==> src/rtl/core/phb_pkg.sv <==
// Shared widths, codes and defaults of the periodic heartbeat table.
package phb_pkg;

  // Field widths fixed by the item format
  localparam int OP_W   = 2;
  localparam int ID_W   = 16;
  localparam int IV_W   = 16;
  localparam int KIND_W = 2;
  localparam int ANS_W  = 15;
  localparam int PER_W  = 15;

  // Parameter defaults
  localparam int TABLE_DEPTH_DEF = 32;
  localparam int ID_BITS_DEF     = 16;

  // Request operations
  typedef enum logic [OP_W-1:0] {
    OP_TICK  = 2'd0,
    OP_SET   = 2'd1,
    OP_QUERY = 2'd2,
    OP_NONE  = 2'd3
  } op_t;

  // Result kinds
  typedef enum logic [KIND_W-1:0] {
    KIND_FIRED = 2'd0,
    KIND_DONE  = 2'd1,
    KIND_SET   = 2'd2,
    KIND_QUERY = 2'd3
  } kind_t;

  // Set status codes
  typedef enum logic [1:0] {
    ST_OK        = 2'd0,
    ST_REMOVED   = 2'd1,
    ST_NOT_FOUND = 2'd2,
    ST_FULL      = 2'd3
  } set_st_t;

  // Memory port strobes
  typedef struct packed {
    logic wr_en;
    logic rd_en;
  } ram_ctl_t;

endpackage

==> src/rtl/core/phb_ifs.sv <==
// Request and result channel interfaces of the periodic heartbeat table.
interface phb_in_if;
  logic                       valid;
  logic                       ready;
  logic [phb_pkg::OP_W-1:0]   operation;
  logic [phb_pkg::ID_W-1:0]   object_id;
  logic signed [phb_pkg::IV_W-1:0] interval;

  modport source (output valid, output operation, output object_id, output interval,
                  input ready);
  modport sink   (input valid, input operation, input object_id, input interval,
                  output ready);
endinterface

interface phb_out_if;
  logic                       valid;
  logic                       ready;
  logic [phb_pkg::KIND_W-1:0] kind;
  logic [phb_pkg::ID_W-1:0]   fired_or_asked_id;
  logic [phb_pkg::ANS_W-1:0]  answer;
  logic                       last;

  modport source (output valid, output kind, output fired_or_asked_id, output answer,
                  output last, input ready);
  modport sink   (input valid, input kind, input fired_or_asked_id, input answer,
                  input last, output ready);
endinterface

==> src/rtl/core/phb_ram.sv <==
// Generic single-write, single-read memory with registered read data.
module phb_ram #(
  parameter int WIDTH = 8,
  parameter int DEPTH = 32
) (
  input  logic                     clk,
  input  logic                     wr_en,
  input  logic [$clog2(DEPTH)-1:0] wr_addr,
  input  logic [WIDTH-1:0]         wr_data,
  input  logic                     rd_en,
  input  logic [$clog2(DEPTH)-1:0] rd_addr,
  output logic [WIDTH-1:0]         rd_data
);

  logic [WIDTH-1:0] mem [DEPTH];

  // Write port, and read port that holds its data while idle
  always_ff @(posedge clk) begin
    if (wr_en) begin
      mem[wr_addr] <= wr_data;
    end
    if (rd_en) begin
      rd_data <= mem[rd_addr];
    end
  end

endmodule

==> src/rtl/core/phb_engine.sv <==
// Sequencer that walks the timer memory for tick, set and query transactions.
module phb_engine #(
  parameter int TABLE_DEPTH = phb_pkg::TABLE_DEPTH_DEF,
  parameter int ID_BITS     = phb_pkg::ID_BITS_DEF,
  localparam int OWN_W      = (ID_BITS < phb_pkg::ID_W) ? ID_BITS : phb_pkg::ID_W,
  localparam int ENT_W      = OWN_W + 2 * phb_pkg::PER_W,
  localparam int IDX_W      = $clog2(TABLE_DEPTH)
) (
  input  logic                clk,
  input  logic                rst_n,
  phb_in_if.sink              in_chan,
  phb_out_if.source           out_chan,
  output phb_pkg::ram_ctl_t   ram_ctl,
  output logic [IDX_W-1:0]    ram_wr_addr,
  output logic [ENT_W-1:0]    ram_wr_data,
  output logic [IDX_W-1:0]    ram_rd_addr,
  input  logic [ENT_W-1:0]    ram_rd_data
);

  localparam int CNT_W = $clog2(TABLE_DEPTH + 1);
  localparam int PER_W = phb_pkg::PER_W;

  typedef enum logic [1:0] {S_IDLE, S_WALK, S_FIN} state_t;

  state_t                     state_r, state_nxt;
  phb_pkg::op_t               op_r, op_nxt;
  logic [OWN_W-1:0]           id_r, id_nxt;
  logic [PER_W-1:0]           iv_r, iv_nxt;
  logic                       rm_r, rm_nxt;
  logic [CNT_W-1:0]           rd_ptr_r, rd_ptr_nxt;
  logic [CNT_W-1:0]           wr_ptr_r, wr_ptr_nxt;
  logic                       p_vld_r, p_vld_nxt;
  logic [IDX_W-1:0]           p_idx_r, p_idx_nxt;
  logic [TABLE_DEPTH-1:0]     live_r, live_nxt;
  logic [CNT_W-1:0]           slot_cnt_r, slot_cnt_nxt;
  phb_pkg::kind_t             fin_kind_r, fin_kind_nxt;
  logic [phb_pkg::ID_W-1:0]   fin_id_r, fin_id_nxt;
  logic [phb_pkg::ANS_W-1:0]  fin_ans_r, fin_ans_nxt;
  logic                       out_vld_r, out_vld_nxt;
  phb_pkg::kind_t             out_kind_r, out_kind_nxt;
  logic [phb_pkg::ID_W-1:0]   out_id_r, out_id_nxt;
  logic [phb_pkg::ANS_W-1:0]  out_ans_r, out_ans_nxt;
  logic                       out_last_r, out_last_nxt;

  // Fields of the entry coming out of the memory
  logic [OWN_W-1:0] ent_owner;
  logic [PER_W-1:0] ent_rem;
  logic [PER_W-1:0] ent_per;

  assign ent_owner = ram_rd_data[ENT_W-1 -: OWN_W];
  assign ent_rem   = ram_rd_data[2*PER_W-1 -: PER_W];
  assign ent_per   = ram_rd_data[PER_W-1:0];

  assign in_chan.ready              = (state_r == S_IDLE);
  assign out_chan.valid             = out_vld_r;
  assign out_chan.kind              = out_kind_r;
  assign out_chan.fired_or_asked_id = out_id_r;
  assign out_chan.answer            = out_ans_r;
  assign out_chan.last              = out_last_r;

  // Walk control, read-modify-write of entries and result emission
  always_comb begin
    logic             out_free;
    logic             live_hit;
    logic             fire;
    logic             go;
    logic             hit;
    logic [PER_W-1:0] new_rem;

    state_nxt    = state_r;
    op_nxt       = op_r;
    id_nxt       = id_r;
    iv_nxt       = iv_r;
    rm_nxt       = rm_r;
    rd_ptr_nxt   = rd_ptr_r;
    wr_ptr_nxt   = wr_ptr_r;
    p_vld_nxt    = p_vld_r;
    p_idx_nxt    = p_idx_r;
    live_nxt     = live_r;
    slot_cnt_nxt = slot_cnt_r;
    fin_kind_nxt = fin_kind_r;
    fin_id_nxt   = fin_id_r;
    fin_ans_nxt  = fin_ans_r;
    out_vld_nxt  = out_vld_r;
    out_kind_nxt = out_kind_r;
    out_id_nxt   = out_id_r;
    out_ans_nxt  = out_ans_r;
    out_last_nxt = out_last_r;
    ram_ctl      = '0;
    ram_wr_addr  = p_idx_r;
    ram_wr_data  = ram_rd_data;
    ram_rd_addr  = rd_ptr_r[IDX_W-1:0];

    out_free = !out_vld_r || out_chan.ready;
    live_hit = p_vld_r && live_r[p_idx_r];
    fire     = (ent_rem <= PER_W'(1));
    new_rem  = fire ? ent_per : ent_rem - PER_W'(1);
    go       = 1'b1;
    hit      = 1'b0;

    // Drop the result once the sink takes it
    if (out_vld_r && out_chan.ready) begin
      out_vld_nxt = 1'b0;
    end

    unique case (state_r)
      S_IDLE: begin
        if (in_chan.valid) begin
          op_nxt     = phb_pkg::op_t'(in_chan.operation);
          id_nxt     = in_chan.object_id[OWN_W-1:0];
          iv_nxt     = in_chan.interval[phb_pkg::IV_W-1] ? PER_W'(1)
                                                         : in_chan.interval[PER_W-1:0];
          rm_nxt     = (in_chan.interval == '0);
          rd_ptr_nxt = '0;
          wr_ptr_nxt = '0;
          p_vld_nxt  = 1'b0;
          if (phb_pkg::op_t'(in_chan.operation) != phb_pkg::OP_NONE) begin
            state_nxt = S_WALK;
          end
        end
      end

      S_WALK: begin
        // Process the entry held in the memory's read data register
        if (p_vld_r) begin
          unique case (op_r)
            phb_pkg::OP_TICK: begin
              if (live_hit) begin
                go = !fire || out_free;
                if (go) begin
                  // Squeeze the live entry down to the write pointer
                  ram_ctl.wr_en = 1'b1;
                  ram_wr_addr   = wr_ptr_r[IDX_W-1:0];
                  ram_wr_data   = {ent_owner, new_rem, ent_per};
                  wr_ptr_nxt    = wr_ptr_r + CNT_W'(1);
                  if (fire) begin
                    out_vld_nxt  = 1'b1;
                    out_kind_nxt = phb_pkg::KIND_FIRED;
                    out_id_nxt   = phb_pkg::ID_W'(ent_owner);
                    out_ans_nxt  = '0;
                    out_last_nxt = 1'b0;
                  end
                end
              end
            end
            phb_pkg::OP_SET, phb_pkg::OP_QUERY: begin
              hit = live_hit && (ent_owner == id_r);
              if (hit) begin
                fin_kind_nxt = (op_r == phb_pkg::OP_SET) ? phb_pkg::KIND_SET
                                                         : phb_pkg::KIND_QUERY;
                fin_id_nxt   = phb_pkg::ID_W'(id_r);
                if (op_r == phb_pkg::OP_QUERY) begin
                  fin_ans_nxt = ent_per;
                end else if (rm_r) begin
                  live_nxt[p_idx_r] = 1'b0;
                  fin_ans_nxt       = phb_pkg::ANS_W'(phb_pkg::ST_REMOVED);
                end else begin
                  ram_ctl.wr_en = 1'b1;
                  ram_wr_addr   = p_idx_r;
                  ram_wr_data   = {ent_owner, iv_r, iv_r};
                  fin_ans_nxt   = phb_pkg::ANS_W'(phb_pkg::ST_OK);
                end
                p_vld_nxt = 1'b0;
                state_nxt = S_FIN;
              end
            end
            default: begin
              state_nxt = S_IDLE;
            end
          endcase
        end

        // Issue the next read
        if (!hit && (!p_vld_r || go)) begin
          if (rd_ptr_r < slot_cnt_r) begin
            ram_ctl.rd_en = 1'b1;
            ram_rd_addr   = rd_ptr_r[IDX_W-1:0];
            p_vld_nxt     = 1'b1;
            p_idx_nxt     = rd_ptr_r[IDX_W-1:0];
            rd_ptr_nxt    = rd_ptr_r + CNT_W'(1);
          end else begin
            p_vld_nxt = 1'b0;
          end
        end

        // Close the walk once every occupied slot has gone by
        if (!p_vld_r && (rd_ptr_r == slot_cnt_r)) begin
          state_nxt  = S_FIN;
          fin_id_nxt = phb_pkg::ID_W'(id_r);
          unique case (op_r)
            phb_pkg::OP_TICK: begin
              for (int i = 0; i < TABLE_DEPTH; i++) begin
                live_nxt[i] = (CNT_W'(i) < wr_ptr_r);
              end
              slot_cnt_nxt = wr_ptr_r;
              fin_kind_nxt = phb_pkg::KIND_DONE;
              fin_id_nxt   = '0;
              fin_ans_nxt  = '0;
            end
            phb_pkg::OP_QUERY: begin
              fin_kind_nxt = phb_pkg::KIND_QUERY;
              fin_ans_nxt  = '0;
            end
            phb_pkg::OP_SET: begin
              fin_kind_nxt = phb_pkg::KIND_SET;
              if (rm_r) begin
                fin_ans_nxt = phb_pkg::ANS_W'(phb_pkg::ST_NOT_FOUND);
              end else if (slot_cnt_r == CNT_W'(TABLE_DEPTH)) begin
                fin_ans_nxt = phb_pkg::ANS_W'(phb_pkg::ST_FULL);
              end else begin
                // Append a new timer behind the occupied slots
                ram_ctl.wr_en = 1'b1;
                ram_wr_addr   = slot_cnt_r[IDX_W-1:0];
                ram_wr_data   = {id_r, iv_r, iv_r};
                live_nxt[slot_cnt_r[IDX_W-1:0]] = 1'b1;
                slot_cnt_nxt  = slot_cnt_r + CNT_W'(1);
                fin_ans_nxt   = phb_pkg::ANS_W'(phb_pkg::ST_OK);
              end
            end
            default: begin
              state_nxt = S_IDLE;
            end
          endcase
        end
      end

      S_FIN: begin
        // Hand out the closing transaction
        if (out_free) begin
          out_vld_nxt  = 1'b1;
          out_kind_nxt = fin_kind_r;
          out_id_nxt   = fin_id_r;
          out_ans_nxt  = fin_ans_r;
          out_last_nxt = 1'b1;
          state_nxt    = S_IDLE;
        end
      end

      default: begin
        state_nxt = S_IDLE;
      end
    endcase
  end

  // State and registered outputs
  always_ff @(posedge clk) begin
    op_r       <= op_nxt;
    id_r       <= id_nxt;
    iv_r       <= iv_nxt;
    rm_r       <= rm_nxt;
    rd_ptr_r   <= rd_ptr_nxt;
    wr_ptr_r   <= wr_ptr_nxt;
    p_idx_r    <= p_idx_nxt;
    fin_kind_r <= fin_kind_nxt;
    fin_id_r   <= fin_id_nxt;
    fin_ans_r  <= fin_ans_nxt;
    out_kind_r <= out_kind_nxt;
    out_id_r   <= out_id_nxt;
    out_ans_r  <= out_ans_nxt;
    out_last_r <= out_last_nxt;
    if (!rst_n) begin
      state_r    <= S_IDLE;
      p_vld_r    <= 1'b0;
      live_r     <= '0;
      slot_cnt_r <= '0;
      out_vld_r  <= 1'b0;
    end else begin
      state_r    <= state_nxt;
      p_vld_r    <= p_vld_nxt;
      live_r     <= live_nxt;
      slot_cnt_r <= slot_cnt_nxt;
      out_vld_r  <= out_vld_nxt;
    end
  end

endmodule

==> src/rtl/core/periodic_heartbeat_table.sv <==
// Periodic heartbeat table top level: sequencer and timer memory.
// The block holds up to TABLE_DEPTH periodic timers in one memory, in
// insertion order, with a live flag per slot in flip-flops. Every tick, set
// or query walks the occupied slots through the memory's single read port,
// one slot a cycle while no fired result waits on a stalled result port; a
// set or a query ends early at its match. One request is worked on at a
// time; the next one is taken as soon as the last result of the previous
// one sits in the output register. The memory needs no clearing after
// reset: only slots below the occupied count are ever read.
module periodic_heartbeat_table #(
  parameter int TABLE_DEPTH = phb_pkg::TABLE_DEPTH_DEF,
  parameter int ID_BITS     = phb_pkg::ID_BITS_DEF
) (
  input  logic      clk,
  input  logic      rst_n,
  phb_in_if.sink    in_chan,
  phb_out_if.source out_chan
);

  localparam int OWN_W = (ID_BITS < phb_pkg::ID_W) ? ID_BITS : phb_pkg::ID_W;
  localparam int ENT_W = OWN_W + 2 * phb_pkg::PER_W;
  localparam int IDX_W = $clog2(TABLE_DEPTH);

  phb_pkg::ram_ctl_t ram_ctl;
  logic [IDX_W-1:0]  ram_wr_addr;
  logic [ENT_W-1:0]  ram_wr_data;
  logic [IDX_W-1:0]  ram_rd_addr;
  logic [ENT_W-1:0]  ram_rd_data;

  // Walk sequencer
  phb_engine #(
    .TABLE_DEPTH (TABLE_DEPTH),
    .ID_BITS     (ID_BITS)
  ) u_engine (
    .clk         (clk),
    .rst_n       (rst_n),
    .in_chan     (in_chan),
    .out_chan    (out_chan),
    .ram_ctl     (ram_ctl),
    .ram_wr_addr (ram_wr_addr),
    .ram_wr_data (ram_wr_data),
    .ram_rd_addr (ram_rd_addr),
    .ram_rd_data (ram_rd_data)
  );

  // Timer entries: owner, remaining count, period
  phb_ram #(
    .WIDTH (ENT_W),
    .DEPTH (TABLE_DEPTH)
  ) u_ram (
    .clk     (clk),
    .wr_en   (ram_ctl.wr_en),
    .wr_addr (ram_wr_addr),
    .wr_data (ram_wr_data),
    .rd_en   (ram_ctl.rd_en),
    .rd_addr (ram_rd_addr),
    .rd_data (ram_rd_data)
  );

endmodule

==> src/flat_wrapper.sv <==
// flat-port wrapper written by rule: the top's interface ports become plain ports
module periodic_heartbeat_table_flat 
#(
  parameter int TABLE_DEPTH = phb_pkg::TABLE_DEPTH_DEF,
  parameter int ID_BITS     = phb_pkg::ID_BITS_DEF
)
  (clk, rst_n, in_chan_valid, in_chan_operation, in_chan_object_id, in_chan_interval, in_chan_ready, out_chan_valid, out_chan_kind, out_chan_fired_or_asked_id, out_chan_answer, out_chan_last, out_chan_ready);
  phb_in_if in_chan_i ();
  phb_out_if out_chan_i ();
  input  logic clk;
  input  logic rst_n;
  input wire logic [$bits(in_chan_i.valid)-1:0] in_chan_valid;
  input wire logic [$bits(in_chan_i.operation)-1:0] in_chan_operation;
  input wire logic [$bits(in_chan_i.object_id)-1:0] in_chan_object_id;
  input wire logic [$bits(in_chan_i.interval)-1:0] in_chan_interval;
  output wire logic [$bits(in_chan_i.ready)-1:0] in_chan_ready;
  output wire logic [$bits(out_chan_i.valid)-1:0] out_chan_valid;
  output wire logic [$bits(out_chan_i.kind)-1:0] out_chan_kind;
  output wire logic [$bits(out_chan_i.fired_or_asked_id)-1:0] out_chan_fired_or_asked_id;
  output wire logic [$bits(out_chan_i.answer)-1:0] out_chan_answer;
  output wire logic [$bits(out_chan_i.last)-1:0] out_chan_last;
  input wire logic [$bits(out_chan_i.ready)-1:0] out_chan_ready;
  assign in_chan_i.valid = in_chan_valid;
  assign in_chan_i.operation = in_chan_operation;
  assign in_chan_i.object_id = in_chan_object_id;
  assign in_chan_i.interval = in_chan_interval;
  assign in_chan_ready = in_chan_i.ready;
  assign out_chan_valid = out_chan_i.valid;
  assign out_chan_kind = out_chan_i.kind;
  assign out_chan_fired_or_asked_id = out_chan_i.fired_or_asked_id;
  assign out_chan_answer = out_chan_i.answer;
  assign out_chan_last = out_chan_i.last;
  assign out_chan_i.ready = out_chan_ready;
  periodic_heartbeat_table #(.TABLE_DEPTH(TABLE_DEPTH), .ID_BITS(ID_BITS)) u_core (.clk(clk), .rst_n(rst_n), .in_chan(in_chan_i), .out_chan(out_chan_i));
endmodule
==> config.mk <==
export PLATFORM = sky130hd
export DESIGN_NAME = periodic_heartbeat_table_flat
export DESIGN_NICKNAME = d
export VERILOG_FILES = /design/src/rtl/core/phb_pkg.sv /design/src/rtl/core/phb_ifs.sv /design/src/rtl/core/phb_ram.sv /design/src/rtl/core/phb_engine.sv /design/src/rtl/core/periodic_heartbeat_table.sv /design/src/flat_wrapper.sv
export SDC_FILE = /design/constraint.sdc
export NUM_CORES = 2
export LEC_CHECK = 0
export CAP_MARGIN = 0
export CELL_PAD_IN_SITES_DETAIL_PLACEMENT = 1
export CELL_PAD_IN_SITES_GLOBAL_PLACEMENT = 1
export CORE_MARGIN = 10
export CORE_UTILIZATION = 51
export DETAILED_ROUTE_END_ITERATION = 8
export DONT_BUFFER_PORTS = 1
export MAX_ROUTING_LAYER = met4
export PLACE_DENSITY_LB_ADDON = 0.1
export SYNTH_ARGS = -nofsm -noshare
export SYNTH_HDL_FRONTEND = slang
export SYNTH_SLANG_ARGS = --single-unit
==> constraint.sdc <==
create_clock -name clk -period 6.46 [get_ports clk]
set_clock_uncertainty 0.15 [all_clocks]
set_input_delay 0.323 -clock clk [delete_from_list [all_inputs] [get_ports clk]]
set_output_delay 0.323 -clock clk [all_outputs]
set_load 0.005 [all_outputs]
Yosys cells after proc, flatten, opt, wreduce, memory -nomap -nowiden --
Memory sizes are Yosys's and may differ from the RTL's. A register that Yosys moved wholly into a read port is not among the register bits. Index checks and enable logic that the tools add are counted.
Cells by class: mux-type cells 144, reduce and logical (&&, ||, !) cells 35, $add $sub $neg 4, bitwise logic cells 3, equality and inequality tests 23, magnitude comparators 38
Operator list (count):
- 32-bit two-way mux | 9
- 46-bit two-way mux | 5
- 15-bit two-way mux | 12
- 30-bit two-way mux | 6
- 16-bit two-way mux | 11
- 5-bit by 6-bit less-than comparator with 1-bit output, first input constant | 16
- 32-bit one-hot mux with 2 select lines | 1
- 15-bit one-hot mux with 2 select lines | 2
- 30-bit one-hot mux with 2 select lines | 1
- 6-bit two-way mux | 9
- 4-bit by 6-bit less-than comparator with 1-bit output, first input constant | 8
- 5-bit two-way mux | 9
- 1-bit two-way mux | 44
- 2-bit two-way mux | 20
- 6-bit one-hot mux with 2 select lines | 3
- 32-bit bitwise AND | 1
- 32-bit NOT | 1
- 32-bit bitwise OR | 1
- 16-bit one-hot mux with 2 select lines | 1
- 3-bit by 6-bit less-than comparator with 1-bit output, first input constant | 4
- 2-bit inequality test, second input constant | 11
- 6-bit by 1-bit adder with 6-bit output, second input constant | 3
- 16-bit equality test | 1
- 16-bit logical NOT | 1
- other kinds (32) | 67
Storage, ports and cells: RAM bits 1472, memories kept 1, bits in registers 160, input bits 38, logic and storage cells 267
Memory list:
- u_core.u_ram.mem | words 32, width 46, read ports 1, clocked after Yosys merged registers in 1, wr ports 1, line phb_ram.sv:15 | logic [WIDTH-1:0] mem [DEPTH];

Logic depth before layout (Yosys ltp) --
depth in word-level cells 17, depth in mapped cells 14, mapped depth without buffers 10

Hierarchy --
A second synthesis with hierarchy kept.
Second synthesis, totals: cells, all modules 4269, area, all modules 68514.5 um^2
By module, submodules not included:
- phb_ram | area each 58675.0 um^2, sequential area each 45583.7 um^2, cells each 3226, times used 1
- phb_engine | area each 9839.4 um^2, sequential area each 4384.2 um^2, cells each 1043, times used 1

Worst setup path after synthesis --
OpenSTA, ideal clock, no wires.
kind reg2reg, start register u_core.u_engine.rd_ptr_r[0], end memory u_core.u_ram.mem[19][0] in the netlist's numbering (enable), setup time 0.506 ns, arrival time 6.326 ns, path slack -0.523 ns, clock period less this slack 6.983 ns, buffers on the path 5, stages on the path, launching flop included 14, cells stage by stage edfxtp_1 -> clkbuf_1 -> clkbuf_1 -> inv_1 -> ha_1 -> and4b_1 -> nor2b_1 -> clkbuf_1 -> and3_1 -> clkbuf_1 -> o21ai_1 -> a22o_1 -> buf_2 -> nor3_1
On the way: cells in the longest elaborated chain, start to end 6, elaborated cells between the ends (all ways) 8, those cells by class 1 x eq/ne; 6 x mux; 1 x reduce/logical
RTL lines:
- start: declaration | line phb_engine.sv:30 | logic [CNT_W-1:0] rd_ptr_r, rd_ptr_nxt;
- start signal: assignment | line phb_engine.sv:251 | rd_ptr_r <= rd_ptr_nxt;
- 6-bit equality test * | line phb_engine.sv:187 | if (!p_vld_r && (rd_ptr_r == slot_cnt_r)) begin
- 1-bit logical AND * | line phb_engine.sv:187
- 1-bit two-way mux | line phb_engine.sv:187
- 2-bit two-way mux | line phb_engine.sv:106 | unique case (state_r)
- 1-bit two-way mux | line phb_ram.sv:19 | if (wr_en) begin
- 1-bit two-way mux (implied by the code) | line phb_ram.sv:20 | mem[wr_addr] <= wr_data;
- end: declaration | line phb_ram.sv:15
Every way passes the cells marked *; elsewhere a longest branch is shown, timed or not.

Final worst setup path --
start register u_core.u_engine.p_idx_r[1], end memory u_core.u_ram.mem[13][23] in the netlist's numbering (enable)
On the way: cells in the longest elaborated chain, start to end 14, elaborated cells between the ends (all ways) 24, those cells by class 22 x mux; 2 x reduce/logical
RTL lines:
- start: declaration | line phb_engine.sv:33 | logic [IDX_W-1:0] p_idx_r, p_idx_nxt;
- start signal: assignment | line phb_engine.sv:253 | p_idx_r <= p_idx_nxt;
- 1-bit binary-select mux with 5-bit select | line phb_engine.sv:95 | live_hit = p_vld_r && live_r[p_idx_r];
- 1-bit two-way mux (implied by the code) | line phb_engine.sv:95
- 1-bit logical AND | line phb_engine.sv:95
- 1-bit logical AND | line phb_engine.sv:147 | hit = live_hit && (ent_owner == id_r);
- 1-bit two-way mux | line phb_engine.sv:148 | if (hit) begin
- 1-bit one-hot mux with 2 select lines | line phb_engine.sv:126 | unique case (op_r)
- 1-bit two-way mux | line phb_engine.sv:125 | if (p_vld_r) begin
- 1-bit two-way mux | line phb_engine.sv:208 | end else if (slot_cnt_r == CNT_W'(TABLE_DEPTH)) begin
- 1-bit two-way mux | line phb_engine.sv:206 | if (rm_r) begin
- 1-bit two-way mux | line phb_engine.sv:190 | unique case (op_r)
- 1-bit two-way mux | line phb_engine.sv:187
- 2-bit two-way mux | line phb_engine.sv:106
- 1-bit two-way mux | line phb_ram.sv:19
- 1-bit two-way mux (implied by the code) | line phb_ram.sv:20
Parallel ways exist; a longest one is shown, timed or not. The select of a mux whose other input is x is not followed.

==> flow_metrics.env <==
export IMPL_status="finished clean"
export IMPL_grt_antenna_before_repair=4
export IMPL_numCtsBuffers=174
export IMPL_cts_max_path_buffers=3
export IMPL_die_area_sq_mm=0.147
export IMPL_die_w_microns=383
export IMPL_grt_max_degree=171
export IMPL_hold_ws_ns=0.0417
export IMPL_crit_path_end_kind="register"
export IMPL_worstSetupPathDepth=9
export IMPL_crit_buf_inv=1
export IMPL_cellPowerDensity_mw_per_mm2=429
export IMPL_crit_family="simple AND/OR/NAND/NOR gates"
export IMPL_grt_use_total_pct=25.9
export IMPL_fin_area_sq_mm=0.0765
export IMPL_grt_pass1_wl_microns=267000
export IMPL_coreArea_sq_mm=0.131
export IMPL_nets=3503
export IMPL_fin_crit_sh_pct=82.1
export IMPL_place_gp_congestion=0.892
export IMPL_regArea_sq_mm=0.0500
export IMPL_clk_pin_slew_ns=0.06
export IMPL_die_y_microns=383
export IMPL_tightest_slew_ns=1.31
export IMPL_setup_violations=0
export IMPL_leakage_nw=23.7
export IMPL_hold_viol=0
export IMPL_portBuffers=0
export IMPL_drc=0
export IMPL_synth_distinct_cells=70
export IMPL_grt_pass1_vias=35703
export IMPL_post_drt_wl_per_cell_microns=34.4
export IMPL_drive_gt1_share_pct=27.2
export IMPL_drt_iter0_markers=3668
export IMPL_clk_latency_ns=0.81
export IMPL_post_route_min_period_ns=5.30
export IMPL_vdd_drop_max_mv=0.387
export IMPL_multi_input_comb_area_sq_mm=0.0168
export IMPL_antenna_left=0
export IMPL_dp_hpwl_microns=109000
export IMPL_synth_nets=3350
export IMPL_maxCapViolCount=0
export IMPL_reg2reg_depth=9
export IMPL_max_stage_delay_ns=1.01
export IMPL_syn_to_final_growth_pct=13.7
export IMPL_root_buffer="clkbuf_16"
export IMPL_ys_flop_type="edfxtp_1"
export IMPL_async_flop_share_pct=0
export IMPL_required_ns=6.73
export IMPL_arrival_ns=5.57
export IMPL_drtPass1Iterations=6
export IMPL_grt_setup_unrepaired="no"
export IMPL_vias_per_cell=6.42
export IMPL_cp_cell_sequence="mux2i_1 -> o22ai_1 -> a211o_1 -> o41a_1 -> and2_1 -> o311a_1 -> or3b_1 -> nor3_4 -> buf_4"
export IMPL_cts_tree="done"
export IMPL_start_util_pct=51.2
export IMPL_vias=34322
export IMPL_rows=133
export IMPL_synth_edf_count=1636
export IMPL_max_slew_margin_rel_pct=12.4
export IMPL_hold_class="primary input to register"
export IMPL_post_cts_resized=0
export IMPL_cts_sinks=1678
export IMPL_start_kind="register"
export IMPL_synth_seq_cells=1678
export IMPL_fill_cells=11010
export IMPL_crit_fanout=30
export IMPL_syn_area_per_cell_sq_um=20.4
export IMPL_fin_util_pct=58.2
export IMPL_finalWirelength_microns=184000
export IMPL_dpl_instance_area_sq_mm=0.0703
export IMPL_grt_overflow=0
export IMPL_netlist_area_sq_mm=0.0673
export IMPL_ys_warn_count=0
export IMPL_synthCells=3290
export IMPL_h_tree_depth=4
export IMPL_rrSetupSlack_ns=1.16
export IMPL_critical_path_slowest_cell="edfxtp_1"
export IMPL_yosysSeqAreaShare_pct=74.3
export IMPL_boundaryPins=74
export IMPL_finalMaxSlewViolations=0
export IMPL_path_class="register to register"
export IMPL_max_freq_mhz=189
export IMPL_hold_depth=2
## cell families after synthesis
group                    after synthesis  synth area share, %
adder cells (fa/ha/maj)               22                0.409
XOR/XNOR                              29                0.378
flip-flops                          1678                 74.3
buffers and inverters                229                 1.33
AO/OA/AOI/OAI                        331                 3.20
AND/OR/NAND/NOR                      438                 3.31
multiplexers                         563                 17.1
## synth_stat cells (15+ instances only)
| cell type | count | share of area (%) |
|---|---|---|
| dfxtp_1 | 42 | 1.3 |
| nand3_1 | 41 | 0.31 |
| nor2b_1 | 26 | 0.24 |
| a31oi_1 | 17 | 0.16 |
| o22ai_1 | 15 | 0.14 |
| edfxtp_1 | 1636 | 73 |
| or3_1 | 16 | 0.15 |
| nor3_1 | 51 | 0.38 |
| inv_1 | 31 | 0.17 |
| buf_1 | 34 | 0.19 |
| mux4_2 | 460 | 15 |
| xnor2_1 | 21 | 0.27 |
| and2_1 | 44 | 0.41 |
| nand2_1 | 104 | 0.58 |
| mux2_2 | 81 | 1.4 |
| a22o_1 | 17 | 0.22 |
| mux2i_1 | 22 | 0.33 |
| nor2_1 | 80 | 0.45 |
| a21oi_1 | 104 | 0.77 |
| clkbuf_1 | 155 | 0.87 |
| o21ai_0 | 62 | 0.46 |
| ha_1 | 22 | 0.41 |
## state kept, by name, indices dropped and copies added (netlist names), 15 cells and up
register / flops
u_core.u_engine.fin_ans_r: 15
u_core.u_engine.fin_id_r: 16
u_core.u_engine.id_r: 16
u_core.u_engine.iv_r: 15
u_core.u_engine.live_r: 32
u_core.u_engine.out_chan.answer: 15
u_core.u_engine.out_chan.fired_or_asked_id: 16
u_core.u_ram.mem: 1472
u_core.u_ram.rd_data: 46
## path summary, 6_finish.rpt
kind                                                 start                    endpoint
worst max-delay path            u_core.u_engine.p_idx_r[1]    u_core.u_ram.mem[13][23]
worst min-delay path                                 rst_n  u_core.u_engine.state_r[0]
worst max register to register  u_core.u_engine.p_idx_r[1]    u_core.u_ram.mem[13][23]
worst min register to register  u_core.u_engine.state_r[1]  u_core.u_engine.state_r[1]
## through the flow
stage	total power, W	cells	setup TNS [ns]	setup WS, ns
floorplan	0.0197	3290	-261.38	-0.523
global placement	0.0229	4969	0	1.35
detailed placement	0.0231	4969	0	1.19
CTS	0.0331	5340	0	1.15
global route	0.0340	5341	0	0.973
finish	0.0328	5343	0	1.16
## report_power, final
part | leakage [nW] | total (W) | internal, W | switching (W)
Clock | 2.75 | 0.00996 | 0.00578 | 0.00418
Sequential | 15.1 | 0.0138 | 0.0134 | 0.000435
Combinational | 5.85 | 0.00907 | 0.00370 | 0.00537
Total | 23.7 | 0.0328 | 0.0228 | 0.00998
## layer usage
metal | GRT usage, % | part of all wire (%) | vias to the layer above
met2 | 40.5 | 49 | 1400
met1 | 36.1 | 42 | 18629
li1 | - | - | 14062
met5 | - | 0 | -
met3 | 4.18 | 7.0 | 231
met4 | 6.22 | 2.2 | 0
## layout by cell type, fill, tap and decap left out, types with 13 or more instances in the layout
master and count:
dlygate4sd3_1 53, xnor2_1 21, and2_1 43, mux2i_1 22
mux4_2 460, buf_12 25, o211ai_1 13, dfxtp_1 42
nand2_1 104, a21oi_1 102, clkinv_1 33, nor3_4 20
clkbuf_16 177, nor2_1 74, inv_1 30, nor3_2 13
edfxtp_1 1636, nand3_1 41, a31oi_1 16, mux2_2 81
clkinv_2 29, nor2b_1 26, ha_1 21, or3_1 16
nor3_1 26, a22o_1 17, a21o_1 14, buf_4 97
bufinv_16 18, o21ai_0 60, clkbuf_1 41
## timing repair
action                    CTS  global route
buffers inserted            0             0
hold endpoints to repair   55             0
hold buffers               53             0
## cell type report
type                            instances  share of cell area [%]
Clock buffer                          220                    6.03
Tap cell                             1755                    2.87
Antenna cell                            3                 0.00982
Sequential cell                      1678                    65.4
Clock inverter                         98                    1.35
Inverter                               31                   0.152
Multi-Input combinational cell       1383                    21.9
Timing Repair Buffer                  175                    2.30
No activity file was read; power rests on OpenSTA's default activity.
